### src/hw/rtl/checksummed_frame_deframer_unit_macros.svh
// Assertion helpers shared by the deframer modules.
`ifndef CHECKSUMMED_FRAME_DEFRAMER_UNIT_MACROS_SVH
`define CHECKSUMMED_FRAME_DEFRAMER_UNIT_MACROS_SVH

`ifndef SYNTHESIS
// same-cycle implication
`define CFDU_ASSERT_NOW(label, clk, rst_n, ante, cons) \
    label: assert property (@(posedge clk) disable iff (!(rst_n)) (ante) |-> (cons)) \
        else $error("cfdu assertion failed");
// next-cycle implication
`define CFDU_ASSERT_NEXT(label, clk, rst_n, ante, cons) \
    label: assert property (@(posedge clk) disable iff (!(rst_n)) (ante) |=> (cons)) \
        else $error("cfdu assertion failed");
`else
`define CFDU_ASSERT_NOW(label, clk, rst_n, ante, cons)
`define CFDU_ASSERT_NEXT(label, clk, rst_n, ante, cons)
`endif

`endif

### src/hw/rtl/cfdu_pkg.sv
package cfdu_pkg;

    localparam int CFDU_QUEUE_DEPTH = 4;

    localparam logic [7:0] CFDU_HUNT_LIMIT_RST = 8'd40;
    localparam logic [7:0] CFDU_HOST_TFI_RST   = 8'hD5;

    localparam logic CFG_IDX_HUNT_LIMIT = 1'b0;
    localparam logic CFG_IDX_HOST_TFI   = 1'b1;

    // classified transaction as it travels from front to back
    typedef struct packed {
        logic       is_arm;
        logic [7:0] rx_byte;
        logic       is_zero;
        logic       is_ff;
        logic       is_7f;
        logic       is_81;
    } t_item;

endpackage

### src/hw/rtl/cfdu_front.sv
`include "checksummed_frame_deframer_unit_macros.svh"

module cfdu_front
    import cfdu_pkg::*;
#(
    parameter int QUEUE_DEPTH = CFDU_QUEUE_DEPTH
) (
    input  logic       i_clk,
    input  logic       i_rst_n,
    input  logic       i_in_valid,
    output logic       o_in_stall,
    input  logic       i_kind,
    input  logic [7:0] i_rx_byte,
    output logic       o_q_valid,
    output t_item      o_q_item,
    input  logic       i_q_pop
);

    localparam int PTR_W = (QUEUE_DEPTH > 1) ? $clog2(QUEUE_DEPTH) : 1;
    localparam int CNT_W = $clog2(QUEUE_DEPTH + 1);
    localparam logic [PTR_W-1:0] PTR_LAST = PTR_W'(QUEUE_DEPTH - 1);
    localparam logic [CNT_W-1:0] CNT_FULL = CNT_W'(QUEUE_DEPTH);

    t_item            r_mem [QUEUE_DEPTH];
    logic [PTR_W-1:0] r_wr_ptr, n_wr_ptr;
    logic [PTR_W-1:0] r_rd_ptr, n_rd_ptr;
    logic [CNT_W-1:0] r_count, n_count;
    t_item            w_item;
    logic             w_push;
    logic             w_pop;

    always_comb begin
        w_item.is_arm  = ~i_kind;
        w_item.rx_byte = i_rx_byte;
        w_item.is_zero = (i_rx_byte == 8'h00);
        w_item.is_ff   = (i_rx_byte == 8'hFF);
        w_item.is_7f   = (i_rx_byte == 8'h7F);
        w_item.is_81   = (i_rx_byte == 8'h81);
    end

    assign o_in_stall = (r_count == CNT_FULL);
    assign w_push     = i_in_valid && !o_in_stall;
    assign o_q_valid  = (r_count != '0);
    assign w_pop      = i_q_pop && o_q_valid;
    assign o_q_item   = r_mem[r_rd_ptr];

    always_comb begin
        n_wr_ptr = r_wr_ptr;
        n_rd_ptr = r_rd_ptr;
        n_count  = r_count;
        if (w_push) begin
            n_wr_ptr = (r_wr_ptr == PTR_LAST) ? '0 : r_wr_ptr + PTR_W'(1);
        end
        if (w_pop) begin
            n_rd_ptr = (r_rd_ptr == PTR_LAST) ? '0 : r_rd_ptr + PTR_W'(1);
        end
        if (w_push && !w_pop) begin
            n_count = r_count + CNT_W'(1);
        end else if (w_pop && !w_push) begin
            n_count = r_count - CNT_W'(1);
        end
    end

    always_ff @(posedge i_clk) begin
        if (!i_rst_n) begin
            r_wr_ptr <= '0;
            r_rd_ptr <= '0;
            r_count  <= '0;
        end else begin
            r_wr_ptr <= n_wr_ptr;
            r_rd_ptr <= n_rd_ptr;
            r_count  <= n_count;
        end
    end

    always_ff @(posedge i_clk) begin
        if (w_push) begin
            r_mem[r_wr_ptr] <= w_item;
        end
    end

    `CFDU_ASSERT_NOW(a_no_push_full, i_clk, i_rst_n, w_push, r_count < CNT_FULL)
    `CFDU_ASSERT_NOW(a_no_pop_empty, i_clk, i_rst_n, i_q_pop && o_q_valid, r_count != '0)
    `CFDU_ASSERT_NEXT(a_count_up, i_clk, i_rst_n, w_push && !w_pop, r_count == $past(r_count) + CNT_W'(1))

endmodule

### src/hw/rtl/cfdu_back.sv
`include "checksummed_frame_deframer_unit_macros.svh"

module cfdu_back
    import cfdu_pkg::*;
(
    input  logic        i_clk,
    input  logic        i_rst_n,
    input  logic [7:0]  i_hunt_limit,
    input  logic [7:0]  i_host_tfi,
    input  logic        i_q_valid,
    input  t_item       i_q_item,
    output logic        o_q_pop,
    output logic        o_out_valid,
    input  logic        i_out_stall,
    output logic        o_out_kind,
    output logic [7:0]  o_payload_byte,
    output logic [1:0]  o_status,
    output logic [15:0] o_payload_length,
    output logic        o_postamble_bad
);

    localparam logic [3:0] PH_IDLE    = 4'd0;
    localparam logic [3:0] PH_HUNT    = 4'd1;
    localparam logic [3:0] PH_LEN     = 4'd2;
    localparam logic [3:0] PH_LCS     = 4'd3;
    localparam logic [3:0] PH_EXT_M   = 4'd4;
    localparam logic [3:0] PH_EXT_L   = 4'd5;
    localparam logic [3:0] PH_EXT_LCS = 4'd6;
    localparam logic [3:0] PH_TFI     = 4'd7;
    localparam logic [3:0] PH_DATA    = 4'd8;
    localparam logic [3:0] PH_DCS     = 4'd9;
    localparam logic [3:0] PH_POST    = 4'd10;

    localparam logic [1:0] ST_OK       = 2'd0;
    localparam logic [1:0] ST_INVALID  = 2'd1;
    localparam logic [1:0] ST_CHECKSUM = 2'd2;
    localparam logic [1:0] ST_ERRFRAME = 2'd3;

    localparam logic OUT_PAYLOAD = 1'b0;
    localparam logic OUT_STATUS  = 1'b1;

    logic [3:0]  r_phase, n_phase;
    logic        r_z_old, n_z_old;   // byte two back was zero
    logic        r_z_new, n_z_new;   // previous byte was zero
    logic [7:0]  r_hunt_count, n_hunt_count;
    logic [15:0] r_frame_length, n_frame_length;
    logic [15:0] r_bytes_left, n_bytes_left;
    logic [7:0]  r_data_sum, n_data_sum;
    logic [7:0]  r_length_high, n_length_high;
    logic        r_tfi_7f, n_tfi_7f;
    logic        r_id_ok, n_id_ok;

    logic        r_out_valid;
    logic        r_out_kind;
    logic [7:0]  r_payload_byte;
    logic [1:0]  r_status;
    logic [15:0] r_payload_length;
    logic        r_postamble_bad;

    logic        w_pop;
    logic        w_emit;
    logic        w_emit_kind;
    logic [7:0]  w_emit_byte;
    logic [1:0]  w_emit_status;
    logic [15:0] w_emit_length;
    logic        w_emit_pbad;

    logic [7:0]  w_b;
    logic [7:0]  w_hc_next;
    logic [7:0]  w_lim;
    logic [7:0]  w_sum_lcs;
    logic [7:0]  w_sum_ext;
    logic [7:0]  w_sum_dcs;
    logic [15:0] w_left_dec;
    logic [15:0] w_start_len;

    assign w_pop   = i_q_valid && (!r_out_valid || !i_out_stall);
    assign o_q_pop = w_pop;

    assign w_b        = i_q_item.rx_byte;
    assign w_hc_next  = (r_hunt_count != 8'hFF) ? r_hunt_count + 8'd1 : r_hunt_count;
    assign w_lim      = (i_hunt_limit < 8'd3) ? 8'd3 : i_hunt_limit;
    assign w_sum_lcs  = r_length_high + w_b;
    assign w_sum_ext  = r_length_high + r_frame_length[7:0] + w_b;
    assign w_sum_dcs  = r_data_sum + w_b;
    assign w_left_dec = r_bytes_left - 16'd1;
    assign w_start_len = (r_phase == PH_LCS) ? {8'h00, r_length_high} : r_frame_length;

    always_comb begin
        n_phase        = r_phase;
        n_z_old        = r_z_old;
        n_z_new        = r_z_new;
        n_hunt_count   = r_hunt_count;
        n_frame_length = r_frame_length;
        n_bytes_left   = r_bytes_left;
        n_data_sum     = r_data_sum;
        n_length_high  = r_length_high;
        n_tfi_7f       = r_tfi_7f;
        n_id_ok        = r_id_ok;
        w_emit         = 1'b0;
        w_emit_kind    = OUT_STATUS;
        w_emit_byte    = 8'h00;
        w_emit_status  = ST_OK;
        w_emit_length  = 16'h0000;
        w_emit_pbad    = 1'b0;

        if (w_pop) begin
            if (i_q_item.is_arm) begin
                n_phase        = PH_HUNT;
                n_z_old        = 1'b1;
                n_z_new        = 1'b1;
                n_hunt_count   = 8'h00;
                n_frame_length = 16'h0000;
                n_bytes_left   = 16'h0000;
                n_data_sum     = 8'h00;
                n_length_high  = 8'h00;
                n_tfi_7f       = 1'b0;
                n_id_ok        = 1'b0;
            end else begin
                unique case (r_phase)
                    PH_HUNT: begin
                        n_hunt_count = w_hc_next;
                        if (w_hc_next >= 8'd3 && r_z_old && r_z_new && i_q_item.is_ff) begin
                            n_phase = PH_LEN;
                        end else begin
                            n_z_old = r_z_new;
                            n_z_new = i_q_item.is_zero;
                            if (w_hc_next >= w_lim) begin
                                w_emit        = 1'b1;
                                w_emit_status = ST_INVALID;
                            end
                        end
                    end
                    PH_LEN: begin
                        n_length_high = w_b;
                        n_phase       = PH_LCS;
                    end
                    PH_LCS, PH_EXT_LCS: begin
                        if (r_phase == PH_LCS && r_length_high == 8'hFF && i_q_item.is_ff) begin
                            n_phase = PH_EXT_M;
                        end else if ((r_phase == PH_LCS ? w_sum_lcs : w_sum_ext) != 8'h00) begin
                            w_emit        = 1'b1;
                            w_emit_status = ST_CHECKSUM;
                        end else if (w_start_len == 16'h0000) begin
                            w_emit        = 1'b1;
                            w_emit_status = ST_INVALID;
                        end else begin
                            n_frame_length = w_start_len;
                            n_bytes_left   = w_start_len;
                            n_data_sum     = 8'h00;
                            n_phase        = PH_TFI;
                        end
                    end
                    PH_EXT_M: begin
                        n_length_high = w_b;
                        n_phase       = PH_EXT_L;
                    end
                    PH_EXT_L: begin
                        n_frame_length = {r_length_high, w_b};
                        n_phase        = PH_EXT_LCS;
                    end
                    PH_TFI: begin
                        n_tfi_7f     = i_q_item.is_7f;
                        n_id_ok      = (w_b == i_host_tfi);
                        n_data_sum   = w_b;
                        n_bytes_left = w_left_dec;
                        n_phase      = (w_left_dec == 16'h0000) ? PH_DCS : PH_DATA;
                    end
                    PH_DATA: begin
                        n_data_sum   = w_sum_dcs;
                        n_bytes_left = w_left_dec;
                        if (w_left_dec == 16'h0000) begin
                            n_phase = PH_DCS;
                        end
                        if (r_id_ok) begin
                            w_emit      = 1'b1;
                            w_emit_kind = OUT_PAYLOAD;
                            w_emit_byte = w_b;
                        end
                    end
                    PH_DCS: begin
                        w_emit = 1'b1;
                        if (r_frame_length == 16'd1 && r_tfi_7f && i_q_item.is_81) begin
                            w_emit_status = ST_ERRFRAME;
                        end else if (!r_id_ok) begin
                            w_emit_status = ST_INVALID;
                        end else if (w_sum_dcs != 8'h00) begin
                            w_emit_status = ST_CHECKSUM;
                        end else begin
                            w_emit  = 1'b0;
                            n_phase = PH_POST;
                        end
                    end
                    PH_POST: begin
                        w_emit        = 1'b1;
                        w_emit_status = ST_OK;
                        w_emit_length = r_frame_length - 16'd1;
                        w_emit_pbad   = !i_q_item.is_zero;
                    end
                    default: begin
                        // idle and unused codes: bytes are dropped
                        n_phase = PH_IDLE;
                    end
                endcase
                if (w_emit && w_emit_kind == OUT_STATUS) begin
                    n_phase = PH_IDLE;
                end
            end
        end
    end

    always_ff @(posedge i_clk) begin
        if (!i_rst_n) begin
            r_phase        <= PH_IDLE;
            r_z_old        <= 1'b1;
            r_z_new        <= 1'b1;
            r_hunt_count   <= 8'h00;
            r_frame_length <= 16'h0000;
            r_bytes_left   <= 16'h0000;
            r_data_sum     <= 8'h00;
            r_length_high  <= 8'h00;
            r_tfi_7f       <= 1'b0;
            r_id_ok        <= 1'b0;
            r_out_valid    <= 1'b0;
        end else begin
            r_phase        <= n_phase;
            r_z_old        <= n_z_old;
            r_z_new        <= n_z_new;
            r_hunt_count   <= n_hunt_count;
            r_frame_length <= n_frame_length;
            r_bytes_left   <= n_bytes_left;
            r_data_sum     <= n_data_sum;
            r_length_high  <= n_length_high;
            r_tfi_7f       <= n_tfi_7f;
            r_id_ok        <= n_id_ok;
            if (w_emit) begin
                r_out_valid <= 1'b1;
            end else if (!i_out_stall) begin
                r_out_valid <= 1'b0;
            end
        end
    end

    always_ff @(posedge i_clk) begin
        if (w_emit) begin
            r_out_kind       <= w_emit_kind;
            r_payload_byte   <= w_emit_byte;
            r_status         <= w_emit_status;
            r_payload_length <= w_emit_length;
            r_postamble_bad  <= w_emit_pbad;
        end
    end

    assign o_out_valid      = r_out_valid;
    assign o_out_kind       = r_out_kind;
    assign o_payload_byte   = r_payload_byte;
    assign o_status         = r_status;
    assign o_payload_length = r_payload_length;
    assign o_postamble_bad  = r_postamble_bad;

    `CFDU_ASSERT_NOW(a_no_pop_held, i_clk, i_rst_n, r_out_valid && i_out_stall, !w_pop)
    `CFDU_ASSERT_NOW(a_data_left, i_clk, i_rst_n, r_phase == PH_DATA, r_bytes_left != 16'h0000)
    `CFDU_ASSERT_NEXT(a_status_idles, i_clk, i_rst_n, w_emit && w_emit_kind == OUT_STATUS, r_phase == PH_IDLE)

endmodule

### src/hw/rtl/checksummed_frame_deframer_unit.sv
// Path: an input transaction is written into the queue, and the parser then steps it
// from the queue into the output register. Throughput, set by the single-step parser
// reading the queue: one transaction per cycle while the output is not stalled.
// A queue of QUEUE_DEPTH entries lets input and output stall independently.
// Reset (i_rst_n low, synchronous): parser idle and unarmed, queue and output empty,
// hunt_limit = 40, host_tfi = 0xD5. No clearing pass is needed.
module checksummed_frame_deframer_unit
    import cfdu_pkg::*;
#(
    parameter int QUEUE_DEPTH = CFDU_QUEUE_DEPTH
) (
    input  logic        i_clk,
    input  logic        i_rst_n,
    input  logic        i_cfg_wr_en,
    input  logic        i_cfg_index,
    input  logic [7:0]  i_cfg_wdata,
    input  logic        i_in_valid,
    output logic        o_in_stall,
    input  logic        i_kind,
    input  logic [7:0]  i_rx_byte,
    output logic        o_out_valid,
    input  logic        i_out_stall,
    output logic        o_out_kind,
    output logic [7:0]  o_payload_byte,
    output logic [1:0]  o_status,
    output logic [15:0] o_payload_length,
    output logic        o_postamble_bad
);

    logic [7:0] r_hunt_limit;
    logic [7:0] r_host_tfi;
    logic       w_q_valid;
    t_item      w_q_item;
    logic       w_q_pop;

    always_ff @(posedge i_clk) begin
        if (!i_rst_n) begin
            r_hunt_limit <= CFDU_HUNT_LIMIT_RST;
            r_host_tfi   <= CFDU_HOST_TFI_RST;
        end else if (i_cfg_wr_en) begin
            unique case (i_cfg_index)
                CFG_IDX_HUNT_LIMIT: r_hunt_limit <= i_cfg_wdata;
                CFG_IDX_HOST_TFI:   r_host_tfi   <= i_cfg_wdata;
            endcase
        end
    end

    cfdu_front #(
        .QUEUE_DEPTH(QUEUE_DEPTH)
    ) u_front (
        .i_clk      (i_clk),
        .i_rst_n    (i_rst_n),
        .i_in_valid (i_in_valid),
        .o_in_stall (o_in_stall),
        .i_kind     (i_kind),
        .i_rx_byte  (i_rx_byte),
        .o_q_valid  (w_q_valid),
        .o_q_item   (w_q_item),
        .i_q_pop    (w_q_pop)
    );

    cfdu_back u_back (
        .i_clk            (i_clk),
        .i_rst_n          (i_rst_n),
        .i_hunt_limit     (r_hunt_limit),
        .i_host_tfi       (r_host_tfi),
        .i_q_valid        (w_q_valid),
        .i_q_item         (w_q_item),
        .o_q_pop          (w_q_pop),
        .o_out_valid      (o_out_valid),
        .i_out_stall      (i_out_stall),
        .o_out_kind       (o_out_kind),
        .o_payload_byte   (o_payload_byte),
        .o_status         (o_status),
        .o_payload_length (o_payload_length),
        .o_postamble_bad  (o_postamble_bad)
    );

endmodule

### config.mk
export PLATFORM = sky130hd
export DESIGN_NAME = checksummed_frame_deframer_unit
export DESIGN_NICKNAME = d
export VERILOG_FILES = /design/src/hw/rtl/cfdu_pkg.sv /design/src/hw/rtl/cfdu_front.sv /design/src/hw/rtl/cfdu_back.sv /design/src/hw/rtl/checksummed_frame_deframer_unit.sv
export VERILOG_INCLUDE_DIRS = /design/src /design/src/hw/rtl
export SDC_FILE = /design/constraint.sdc
export NUM_CORES = 1
export LEC_CHECK = 0
export ABC_AREA = 1
export BUFFER_PORTS_ARGS = -buffer_cell sky130_fd_sc_hd__buf_2
export CAP_MARGIN = 20
export CORE_ASPECT_RATIO = 1.1
export CORE_UTILIZATION = 50
export CTS_CLUSTER_SIZE = 12
export DETAILED_ROUTE_END_ITERATION = 10
export PLACE_DENSITY = 0.76
export SLEW_MARGIN = 20
export SYNTH_ARGS = -nofsm -noshare
export SYNTH_HDL_FRONTEND = slang
export SYNTH_SLANG_ARGS = --single-unit
export TNS_END_PERCENT = 50
### constraint.sdc
create_clock -name i_clk -period 8.7 [get_ports i_clk]
set_input_delay 1.74 -clock i_clk [delete_from_list [all_inputs] [get_ports i_clk]]
set_output_delay 1.74 -clock i_clk [all_outputs]
set_load 0.1 [all_outputs]
; Word-level counts from Yosys, hierarchy flattened
; Memory sizes are Yosys's and may differ from the RTL's. A register that Yosys moved wholly into a read port is not among the register bits.
; Cells that the tools add are included.
[word_totals]
out_inout_bits = 30
wordCells = 203
register_bits = 116
ramBits = 52
input_bits = 23
n_memories = 1
[classes]
n_reduce_logical = 49
order_cmp = 3
n_mux = 79
eq_ne = 33
add_sub_neg = 11
bitwise = 6
[memory_table]
columns = name, words, word_bits, rd, rd_ports_with_merged_regs, write_ports, line
row1 = u_front.r_mem, 4, 13, 1, 1, 1, cfdu_front.sv:24  ; t_item r_mem [QUEUE_DEPTH];
[ops]
columns = operator, n
row1 = 2-to-1 mux 16 bit, 6
row2 = 2-to-1 mux 8 bit, 11
row3 = case mux 16 bit (2 select lines), 2
row4 = 2-to-1 mux 4 bit, 10
row5 = case mux 4 bit (9 select lines), 1
row6 = 2-to-1 mux 1 bit, 34
row7 = adder 8 bit, 4
row8 = zero test 16 bit, 2
row9 = "subtractor 16 x 1 -> 16 bit, second input constant", 2
row10 = "equality test 8 bit, second input constant", 3
row11 = case mux 8 bit (3 select lines), 1
row12 = 2-to-1 mux 2 bit, 10
row13 = "equality test 16 x 1 -> 1 bit, second input constant", 1
row14 = "equality test 4 x 3 -> 1 bit, second input constant", 4
row15 = nonzero test 8 bit, 2
row16 = AND reduction 5 bit, 3
row17 = logical AND 1 bit, 13
row18 = "equality test 4 bit, second input constant", 3
row19 = "inequality test 4 x 1 -> 1 bit, second input constant", 3
row20 = "inequality test 5 x 3 -> 1 bit, second input constant", 2
row21 = AND reduction 2 bit, 5
row22 = "inequality test 3 x 2 -> 1 bit, second input constant", 3
row23 = AND reduction 9 bit, 1
row24 = nonzero test 3 bit, 3
row25 = 30 further kinds, 52

; Depth between registers and ports, before layout
; Gate-level depths: netlist (run 1).
[logic_depth]
word_depth = 13
depth_mapped = 28
depth_no_buf = 25

; Modules after synthesis
; From an unflattened synthesis (run 1), not the netlist that was laid out.
[unflattened]
hier_cells = 1318
area_unflattened_um2 = 10114.7
[by_module_without_submodules]
columns = mod, area_each_um2, seq_area_each_um2, n_inst, cells_each
row1 = cfdu_back, 6894.1, 2142.1, 1, 1020
row2 = cfdu_front, 2606.2, 1741.7, 1, 214
row3 = checksummed_frame_deframer_unit, 614.3, 320.3, 1, 84

; Least setup slack after synthesis (run 1)
; No wires, ideal clock.
[synth_timing]
path_kind = register to register
startpoint = reg (tool-made name)
endpoint = reg u_back.r_out_kind, in the netlist u_back.o_out_kind (enable)
setup_time_ns = 0.383
path_buffers = 3
arrival_time_ns = 3.885
synth_period_minus_slack_ns = 4.268
slack_ns = 4.432
t_required_ns = 8.317
stages_incl_launch_ff = 22
path_cell_list = dfxtp_1 -> buf_4 -> inv_4 -> clkbuf_1 -> clkbuf_1 -> nand2_1 -> nand3_1 -> nand2_1 -> inv_1 -> fa_1 -> ha_1 -> fa_1 -> nor3b_1 -> nor2_1 -> nand3_1 -> nand3_1 -> o21ai_2 -> nand2_1 -> nand2_1 -> nand2_2 -> nand2_1 -> inv_1
[synth_lines]
columns = item, line
row1 = "end signal, assigned", cfdu_back.sv:246  ; r_out_kind <= w_emit_kind;
row2 = "end, declared", cfdu_back.sv:54  ; logic r_out_kind;

==> results of run 1 <==
-- path summary, 6_finish.rpt --
check,from,endpoint,slack (ns),cells after the start
setup / recovery,flip-flop,u_back.o_payload_length[13],3.23,20
hold / removal,r_hunt_limit[1],r_hunt_limit[1],0.47,2
setup reg to reg,flip-flop,u_back.o_payload_length[13],3.23,20
hold reg to reg,r_hunt_limit[1],r_hunt_limit[1],0.47,2
-- cell type report --
type | instances | share of cell area [%]
Clock inverter | 12 | 0.824
Multi-Input combinational cell | 894 | 45.1
Inverter | 124 | 4.40
Tap cell | 243 | 2.86
Timing Repair Buffer | 59 | 2.94
Clock buffer | 20 | 4.31
Sequential cell | 170 | 39.6
-- placed cells by master (no fill, tap or decap), types with 11 or more instances in the layout --
master	instances
buf_2	52
nand2_1	258
o21ai_1	15
nor2_1	142
nor3_1	19
o21ai_0	78
nand3_1	79
fa_1	11
xor2_1	22
dfxtp_1	90
a21oi_1	121
clkbuf_16	18
inv_1	118
ha_1	39
nor4_1	11
edfxtp_1	80
nand4_1	17
-- power groups by stage --
stage               Sequential [mW]  Clock, mW  Combinational, mW
detailed placement             1.09          0               1.64
CTS                            1.07      0.720               1.65
finish                         1.08      0.710               1.67
global placement               1.09          0               1.60
floorplan                      1.15          0               1.22
global route                   1.09      0.753               1.87
-- sequential cells by signal, summed over array words and instances, names as in the netlist, 3 cells and up, named ones only --
register	cells
r_hunt_limit	8
u_back.r_bytes_left	16
u_back.o_payload_byte	8
r_host_tfi	8
u_back.r_frame_length	16
u_front.r_mem	52
u_back.o_payload_length	16
u_front.r_count	3
u_back.r_phase	4
u_back.r_length_high	8
u_back.r_hunt_count	8
u_back.r_data_sum	8
-- worst max-delay path: cells and delay by family, from the launching register on --
family,cells,cell delay (ns)
AOI/OAI and AO/OA,1,0.22
adders and majority gates,3,1.15
buffers and inverters,3,1.25
DFF,1,0.92
and+or+nand+nor,13,1.35
-- stage by stage --
stage	worst slack [ns]	hold slack (ns)	util, %	instances	instance area (µm²)
finish	3.23	0.473	56.9	1522	10600
global route	2.70	0.500	56.9	1522	10600
CTS	3.61	0.471	56.9	1522	10600
detailed placement	3.63	0.461	54.0	1490	10100
global placement	3.79	0.457	54.0	1490	10100
floorplan	4.43	0.441	-	1228	9650
-- routing by layer --
metal | routed length [µm] | track usage [%] | part of all wire (%)
met5 | 0 | 0 | 0
met2 | 11300 | 42.2 | 48
met3 | 1600 | 4.56 | 6.7
met4 | 529 | 8.48 | 2.2
met1 | 10300 | 32.8 | 44
-- logic make-up after synthesis --
logic type               Yosys count
XOR/XNOR                          31
adder cells (fa/ha/maj)           50
buffers and inverters            164
AO/OA/AOI/OAI                    259
flip-flops                       170
AND/OR/NAND/NOR                  554
==> flow_metrics.py, run 1 <==
metrics = {
    "outcome": {
        "outcome": "finished, final reports clean",
    },
    "logic_synthesis": {
        "synth_xor_area_share_pct": 2.81,
        "synth.area.mux_share_pct": 0,
        "async_flop_share_pct": 0,
        "synth_area_leaders": "edfxtp_1 25%, dfxtp_1 19%, nand2_1 10%",
        "synth_edf_count": 80,
        "synth_top_area_share_pct": 24.9,
        "ys_warn_count": 0,
        "synth_commonest_cells": "258 x nand2_1, 142 x nor2_1, 121 x a21oi_1, 119 x inv_1, 90 x dfxtp_1",
        "yosysMostFrequentCell": "nand2_1",
        "ys_seq_area_share_pct": 43.6,
        "synthAdderAreaFrac_pct": 7.34,
        "netlist_area_um2": 9650,
        "post_synth.cell_area_avg_um2": 7.86,
        "ys.flop_type": "dfxtp_1",
        "synth_top_family_by_area": "simple AND/OR/NAND/NOR gates",
        "synth-compound-area-share_pct": 14.7,
        "yosys.area_share.simple_pct": 24.7,
        "synth_cells": 1228,
        "synth.largest_area_cell": "edfxtp_1",
        "syn_nets": 1301,
        "synth-seq-cells": 170,
        "ys_types": 50,
    },
    "drt": {
        "wire_per_inst_um": 15.6,
        "drt-pass1-iter-count": 8,
        "drc": 0,
        "drt-initial-drc-count": 700,
        "vias": 8509,
        "via_per_inst": 5.59,
        "wirelength_mm": 23.7,
        "antenna_left": 0,
    },
    "power_and_ir_drop": {
        "switching_power_mw": 1.61,
        "p_clk_share_pct": 20.5,
        "power_density_nw_per_um2": 325,
        "power.static_leakage_nw": 4.45,
        "internal-power_mw": 1.84,
        "ir_drop_mv": 0.168,
        "swShare_pct": 46.7,
        "total_power_mw": 3.45,
        "power_frac_seq_pct": 31.1,
        "p_comb_share_pct": 48.3,
    },
    "worst_setup_path": {
        "critPathArrivalTime_ns": 5.34,
        "critPathRequiredTime_ns": 8.57,
        "worstSetupEndpointType": "flip-flop",
        "crit_chain": "inv_4, nand2_1, nand3_1, nand2_1, inv_1, fa_1, ha_1, fa_1, nor3_1, nand2_1, nor2_1, nand3b_1, nor2_1, nand2_1, o21ai_2, nand2_1, nand2_1, nand2_2, nand2_1, clkinv_1",
        "cp-start-kind": "flip-flop",
        "critPathMaxStageDelay_ns": 0.92,
        "path_class": "reg -> reg",
        "cp_slowest_cell": "dfxtp_1",
        "critPathMaxFanout": 28,
        "path_common_cell": "nand2_1",
    },
    "global_route": {
        "grt_pass1_vias": 8008,
        "grt_use_total_pct": 25.2,
        "grt_pass1_wl_mm": 39.5,
        "grt_max_degree": 58,
        "antenna_found_initial": 0,
        "overflow": 0,
    },
    "flow_run": {
        "drv_cap": 0,
    },
    "sta": {
        "worst_pin_slew_ns": 1.01,
        "fin_skew_ns": 0.0160,
        "setup-tns-final_ns": 0,
        "fmax_ghz": 0.183,
        "setup_violations": 0,
        "rsz0062_at_grt": "false",
        "maxSlewViolCount": 0,
        "slew_headroom_pct": 32.4,
        "timing.final.crit_share_pct": 62.9,
        "fin_crit_ns": 5.47,
        "final-hold-violation-count": 0,
    },
    "clock_tree": {
        "numClockSinks": 170,
        "cts_tree": "yes",
        "cts_root_buf": "clkbuf_16",
        "cts_made_buffers": 17,
        "cts_hold_buf": 0,
        "cts_buffer_depth": 2,
        "cts_resized": 0,
        "post_cts_buffers": 0,
        "clk_latency_ns": 0.43,
        "clkSlewWorstSetupHoldPaths_ns": 0.07,
        "htreeDepth": 4,
    },
    "final_layout": {
        "diodes": 0,
        "area_growth_pct": 10.1,
        "fillers": 1651,
        "final_layout_size_suffix_gt1_share_pct": 9.30,
        "regArea_um2": 4200,
        "fin_nets": 1339,
        "multiInputGateArea_um2": 4790,
    },
    "place": {
        "dp_hpwl_mm": 17.0,
        "port_buffers": 52,
        "gp_congestion": 0.938,
    },
    "die": {
        "row_count": 52,
        "start_util_pct": 51.7,
        "dieHeight_um": 148,
        "fp.dieW_um": 134,
        "core-area_um2": 18700,
        "boundaryPins": 53,
        "dieArea_um2": 19900,
    },
    "min_path": {
        "hold_class": "reg -> reg",
    },
}
Note: power is estimated with default switching activity, not from simulation.
==> run 2, diff against run 1 <==
--- a/config.mk
+++ b/config.mk
@@ -13,7 +13,7 @@
 export CORE_UTILIZATION = 50
 export CTS_CLUSTER_SIZE = 12
 export DETAILED_ROUTE_END_ITERATION = 10
-export PLACE_DENSITY = 0.76
+export PLACE_DENSITY = 0.79
 export SLEW_MARGIN = 20
 export SYNTH_ARGS = -nofsm -noshare
 export SYNTH_HDL_FRONTEND = slang
==> constraint.sdc (replaced) <==
create_clock -name i_clk -period 4.8 [get_ports i_clk]
set_input_delay 0.96 -clock i_clk [delete_from_list [all_inputs] [get_ports i_clk]]
set_output_delay 0.96 -clock i_clk [all_outputs]
set_load 0.1 [all_outputs]
==> run 2 against run 1 <==
Cell area increased by 0.75%. Utilization increased by 0.43 points. Register-to-register slack got worse by 2.8 ns. Sequential share of layout area decreased by 0.30 points. Critical path depth increased by 2. Count of clock-buffer cells in the layout increased by 4. Non-clock buffer count increased by 9. Die area unchanged. Critical path type unchanged.
==> flow_metrics.py, run 2 (same netlist as run 1, synthesis figures left out) <==
metrics = {
    "sta": {
        "timing.final.crit_share_pct": 91.0,
        "fin_crit_ns": 4.37,
        "maxSlewViolCount": 0,
        "fmax_ghz": 0.229,
        "setup_violations": 0,
        "fin_skew_ns": 0.0138,
        "setup-tns-final_ns": 0,
        "final-hold-violation-count": 0,
        "slew_headroom_pct": 37.4,
        "whs_ns": 0.477,
        "worst_pin_slew_ns": 0.938,
        "rsz0062_at_grt": "false",
    },
    "power_and_ir_drop": {
        "p_clk_share_pct": 20.8,
        "internal-power_mw": 3.42,
        "switching_power_mw": 2.93,
        "power_density_nw_per_um2": 592,
        "p_comb_share_pct": 48.9,
        "power_frac_seq_pct": 30.3,
        "ir_drop_mv": 0.327,
        "swShare_pct": 46.1,
        "power.static_leakage_nw": 4.51,
        "total_power_mw": 6.34,
    },
    "worst_setup_path": {
        "path_class": "reg -> reg",
        "cp-start-kind": "flip-flop",
        "critPathRequiredTime_ns": 5.11,
        "worstSetupEndpointType": "flip-flop",
        "critPathArrivalTime_ns": 4.68,
        "critPathMaxFanout": 26,
    },
    "die": {
        "dieHeight_um": 148,
        "dieArea_um2": 19900,
        "fp.dieW_um": 134,
        "start_util_pct": 51.7,
        "row_count": 52,
        "core-area_um2": 18700,
        "boundaryPins": 53,
    },
    "final_layout": {
        "final_layout_size_suffix_gt1_share_pct": 9.63,
        "max_flop_register": "u_front.r_mem",
        "diodes": 0,
        "fin_nets": 1348,
        "final_cell_mix": "258 x nand2_1, 142 x nor2_1, 121 x inv_1, 121 x a21oi_1, 90 x dfxtp_1",
        "final_common_cell": "nand2_1",
        "area_growth_pct": 11.0,
        "largest_reg_flops": 52,
        "fin_area_um2": 10700,
    },
    "global_route": {
        "grt_pass1_vias": 7888,
        "grt_max_degree": 58,
        "overflow": 0,
        "grt_pass1_wl_mm": 39.1,
        "grt_use_total_pct": 25.2,
        "antenna_found_initial": 0,
    },
    "clock_tree": {
        "cts_tree": "yes",
        "htreeDepth": 4,
        "clk_latency_ns": 0.44,
        "post_cts_buffers": 0,
        "cts_root_buf": "clkbuf_16",
        "clkSlewWorstSetupHoldPaths_ns": 0.07,
        "cts_made_buffers": 17,
        "numClockSinks": 170,
        "cts_hold_buf": 0,
        "cts_resized": 0,
        "cts_buffer_depth": 2,
    },
    "drt": {
        "drt-initial-drc-count": 731,
        "wirelength_mm": 23.7,
        "vias": 8574,
        "via_per_inst": 5.60,
        "antenna_left": 0,
        "top_layer_used": "met4",
        "routed-wl-met2_mm": 11.2,
        "drc": 0,
        "drt-pass1-iter-count": 7,
        "met1_length_mm": 10.3,
        "wire_per_inst_um": 15.5,
        "dr_wl_met3_mm": 1.58,
    },
    "outcome": {
        "outcome": "finished, final reports clean",
    },
    "flow_run": {
        "drv_cap": 0,
    },
    "place": {
        "dp_hpwl_mm": 17.1,
        "port_buffers": 52,
        "placed_cell_area_um2": 10100,
        "gp_congestion": 0.945,
    },
    "min_path": {
        "hold_class": "reg -> reg",
    },
}
## run 2: changes by cell type in the layout (fill, tap and decap cells not counted), moves of 2 or more
cell	change
buf_4	+9
clkinv_2	-2
clkinv_4	+2
clkinvlp_4	-2
inv_1	+3
## run 2: layer usage
layer | track usage (%) | up-vias
li1 | - | 4263
met1 | 33.0 | 3941
met2 | 41.3 | 315
met3 | 5.01 | 55
met4 | 9.10 | 0
met5 | 0 | -
## run 2: cell type report
cell class	count	area (µm²)
fillers	1633	7970
multi-input cells	894	4780
flip-flops and latches	170	4200
clock buffers	24	508
inverters	124	468
repair buffers	68	380
well taps	243	304
clock inverters	8	57.6
## run 2: through the flow
step / util [%] / instances / setup slack (ns)
4_1_cts: 57.3 / 1531 / 0.451
3_5_place_dp: 54.3 / 1499 / 0.449
3_3_place_gp: 54.3 / 1499 / 0.589
5_1_grt: 57.3 / 1531 / 0.0848
6_report: 57.3 / 1531 / 0.433
2_1_floorplan: - / 1228 / 0.532
## run 2: final timing paths
kind | from | endpoint | slack [ns] | cells after the start
worst max-delay path | flip-flop | u_back.r_bytes_left[1] | 0.43 | 22
worst min-delay path | u_back.r_data_sum[0] | u_back.r_data_sum[0] | 0.48 | 2
worst max register to register | flip-flop | u_back.r_bytes_left[1] | 0.43 | 22
worst min register to register | u_back.r_data_sum[0] | u_back.r_data_sum[0] | 0.48 | 2
## run 2: critical path, stage by stage, from the launching register on
cell and delay [ns]:
dfxtp_1 0.40, buf_4 0.23, nand2_1 0.07, nand3_1 0.08, nand2_1 0.10, inv_1 0.23, fa_1 0.47, ha_1 0.25
fa_1 0.44, nor3_1 0.14, nand2_1 0.08, nor2_1 0.10, nand3b_1 0.08, nor2_1 0.09, nand2_1 0.07, o21ai_2 0.20
nand2_1 0.11, nand2_2 0.11, nand3_4 0.27, inv_2 0.46, o21ai_0 0.15, nand2_1 0.08, a21oi_1 0.04
## run 2: power by group through the flow
stage	clock, mW	sequential, mW	combinational [mW]
CTS	1.33	1.92	3.06
global route	1.39	1.94	3.46
floorplan	0	2.08	2.22
finish	1.32	1.92	3.10
global placement	0	1.94	2.99
detailed placement	0	1.94	3.05
==> run 3, diff against run 2 <==
--- a/config.mk
+++ b/config.mk
@@ -13,7 +13,7 @@
 export CORE_UTILIZATION = 50
 export CTS_CLUSTER_SIZE = 12
 export DETAILED_ROUTE_END_ITERATION = 10
-export PLACE_DENSITY = 0.79
+export PLACE_DENSITY = 0.76
 export SLEW_MARGIN = 20
 export SYNTH_ARGS = -nofsm -noshare
 export SYNTH_HDL_FRONTEND = slang
==> constraint.sdc (replaced) <==
create_clock -name i_clk -period 4.7 [get_ports i_clk]
set_input_delay 0.94 -clock i_clk [delete_from_list [all_inputs] [get_ports i_clk]]
set_output_delay 0.94 -clock i_clk [all_outputs]
set_load 0.1 [all_outputs]
==> run 3 against run 2 <==
Global-route usage shrank 0.082 points. Worst setup slack lost 0.098 ns. Sequential cell count is the same. Sequential power grew 2%. Hold slack gained 0.00091 ns. Critical endpoint is now u_back.r_data_sum[3]. Largest cell class unchanged. Largest power group unchanged.
==> flow_metrics.py, run 3 (same netlist as run 1, synthesis figures left out) <==
metrics = {
    "global_route": {
        "antenna_found_initial": 0,
        "grt_pass1_wl_mm": 39.1,
        "grt_use_total_pct": 25.1,
        "overflow": 0,
        "grt_max_degree": 58,
        "grt_pass1_vias": 7978,
    },
    "sta": {
        "fmax_ghz": 0.229,
        "rsz0062_at_grt": "false",
        "final-hold-violation-count": 0,
        "setup-tns-final_ns": 0,
        "slew_headroom_pct": 34.1,
        "setup_violations": 0,
        "timing.final.crit_share_pct": 92.9,
        "worst_pin_slew_ns": 0.988,
        "maxSlewViolCount": 0,
        "fin_crit_ns": 4.37,
        "fin_skew_ns": 0.0114,
        "fin_ws_ns": 0.334,
    },
    "clock_tree": {
        "clkSlewWorstSetupHoldPaths_ns": 0.07,
        "cts_made_buffers": 17,
        "cts_buffer_depth": 2,
        "cts_hold_buf": 0,
        "cts_root_buf": "clkbuf_16",
        "clk_latency_ns": 0.44,
        "post_cts_buffers": 0,
        "numClockSinks": 170,
        "cts_tree": "yes",
        "htreeDepth": 4,
    },
    "power_and_ir_drop": {
        "total_power_mw": 6.47,
        "ir_drop_mv": 0.315,
        "power.static_leakage_nw": 4.49,
        "power_density_nw_per_um2": 605,
    },
    "worst_setup_path": {
        "critPathMaxFanout": 26,
        "critPathRequiredTime_ns": 5.06,
        "cp_slowest_cell": "fa_1",
        "r2r_cells": 20,
        "path_class": "reg -> reg",
        "crit_path_end": "u_back.r_data_sum[3]",
        "worstSetupEndpointType": "flip-flop",
        "path_common_cell": "nand2_1",
        "critPathMaxStageDelay_ns": 0.48,
        "critPathArrivalTime_ns": 4.73,
        "cp-start-kind": "flip-flop",
        "rr_endpoint": "u_back.r_data_sum[3]",
        "crit_chain": "inv_4, nand2_1, nand3_1, nand2_1, inv_1, fa_1, ha_1, fa_1, xor2_1, nor2_1, nand3b_1, nor2_1, nand2_1, o21ai_2, nand2_1, nand2_2, nand3_4, inv_8, nand3_1, a21oi_1",
        "regToRegSetupSlack_ns": 0.33,
    },
    "die": {
        "fp.dieW_um": 134,
        "boundaryPins": 53,
        "core-area_um2": 18700,
        "row_count": 52,
        "dieArea_um2": 19900,
        "start_util_pct": 51.7,
        "dieHeight_um": 148,
    },
    "final_layout": {
        "area_growth_pct": 10.8,
        "fin_nets": 1346,
        "max_flop_register": "u_front.r_mem",
        "largest_reg_flops": 52,
        "final_common_cell": "nand2_1",
        "final_cell_mix": "258 x nand2_1, 142 x nor2_1, 121 x a21oi_1",
        "final_layout_size_suffix_gt1_share_pct": 9.88,
        "diodes": 0,
        "fillers": 1700,
    },
    "min_path": {
        "min_from": "r_hunt_limit[1]",
        "hold_class": "reg -> reg",
    },
    "drt": {
        "wirelength_mm": 24.1,
        "antenna_left": 0,
        "wire_per_inst_um": 15.7,
        "vias": 8525,
        "drt-initial-drc-count": 673,
        "via_per_inst": 5.58,
        "drc": 0,
        "drt-pass1-iter-count": 5,
    },
    "place": {
        "pre_cts_slack_ns": 0.160,
        "gp_congestion": 0.956,
        "dp_hpwl_mm": 17.2,
        "port_buffers": 52,
    },
    "outcome": {
        "outcome": "finished, final reports clean",
    },
    "flow_run": {
        "drv_cap": 0,
    },
}
==> run 3: cell types whose count changed in the layout (fill, tap and decap cells not counted), sizes merged <==
| cell | change |
|---|---|
| clkbuf | -5 |
| buf | -3 |
| clkinv | +3 |
| clkinvlp | +1 |
| inv | +1 |
| nand3 | +1 |
==> run 3: final cells by class <==
cell class | instances | area [µm²] | share of cell area (%)
multi-input cells | 895 | 4810 | 45.0
clock buffers | 19 | 443 | 4.15
repair buffers | 65 | 358 | 3.35
well taps | 243 | 304 | 2.85
inverters | 124 | 475 | 4.45
flip-flops and latches | 170 | 4200 | 39.3
clock inverters | 13 | 91.3 | 0.855
==> run 3: worst min path at each step <==
| stage | depth (start not counted) | to | slack, ns |
|---|---|---|---|
| finish | 2 | r_hunt_limit[1] | 0.48 |
| global route | 2 | u_back.r_data_sum[0] | 0.50 |
| CTS | 2 | r_hunt_limit[1] | 0.48 |
| detailed placement | 2 | r_hunt_limit[1] | 0.47 |
| global placement | 2 | u_back.r_z_old | 0.46 |
| floorplan | 2 | u_back.r_tfi_7f | 0.44 |
==> run 3: timing repair <==
item | 4_1_cts | 5_1_grt
endpoints found under the setup margin | 0 | 34
gates resized for setup | 0 | 5
endpoints found under the hold margin | 0 | 0
==> run 3: where the power goes <==
group	switching [mW]	internal [mW]	total, mW
Combinational	2.26	0.949	3.21
Sequential	0.180	1.78	1.96
Clock	0.605	0.694	1.30
Total	3.05	3.42	6.47
==> run 3: metrics by stage <==
step	util [%]	area, µm²	std cells	hold slack, ns
finish	57.2	10700	1529	0.478
global route	57.2	10700	1529	0.502
CTS	57.1	10700	1528	0.480
detailed placement	54.2	10100	1496	0.470
global placement	54.2	10100	1496	0.457
floorplan	-	9650	1228	0.441
==> run 3: metal layers <==
metal  global-route usage [%]  vias to the layer above  share of wire, %
li1                         -                     4263                 -
met4                     11.6                        0               3.5
met1                     32.3                     3911                44
met3                     4.60                       63               6.3
met2                     41.0                      288                47
met5                        0                        -                 0
==> run 3: worst max-delay path, delay by kind of cell, from the launching register on <==
family	cells	cell delay, ns
buffers and inverters	3	0.79
adders and majority gates	3	1.17
xor gates and xnor gates	1	0.19
DFF	1	0.37
and+or+nand+nor	11	1.37
AOI/OAI and AO/OA	2	0.40
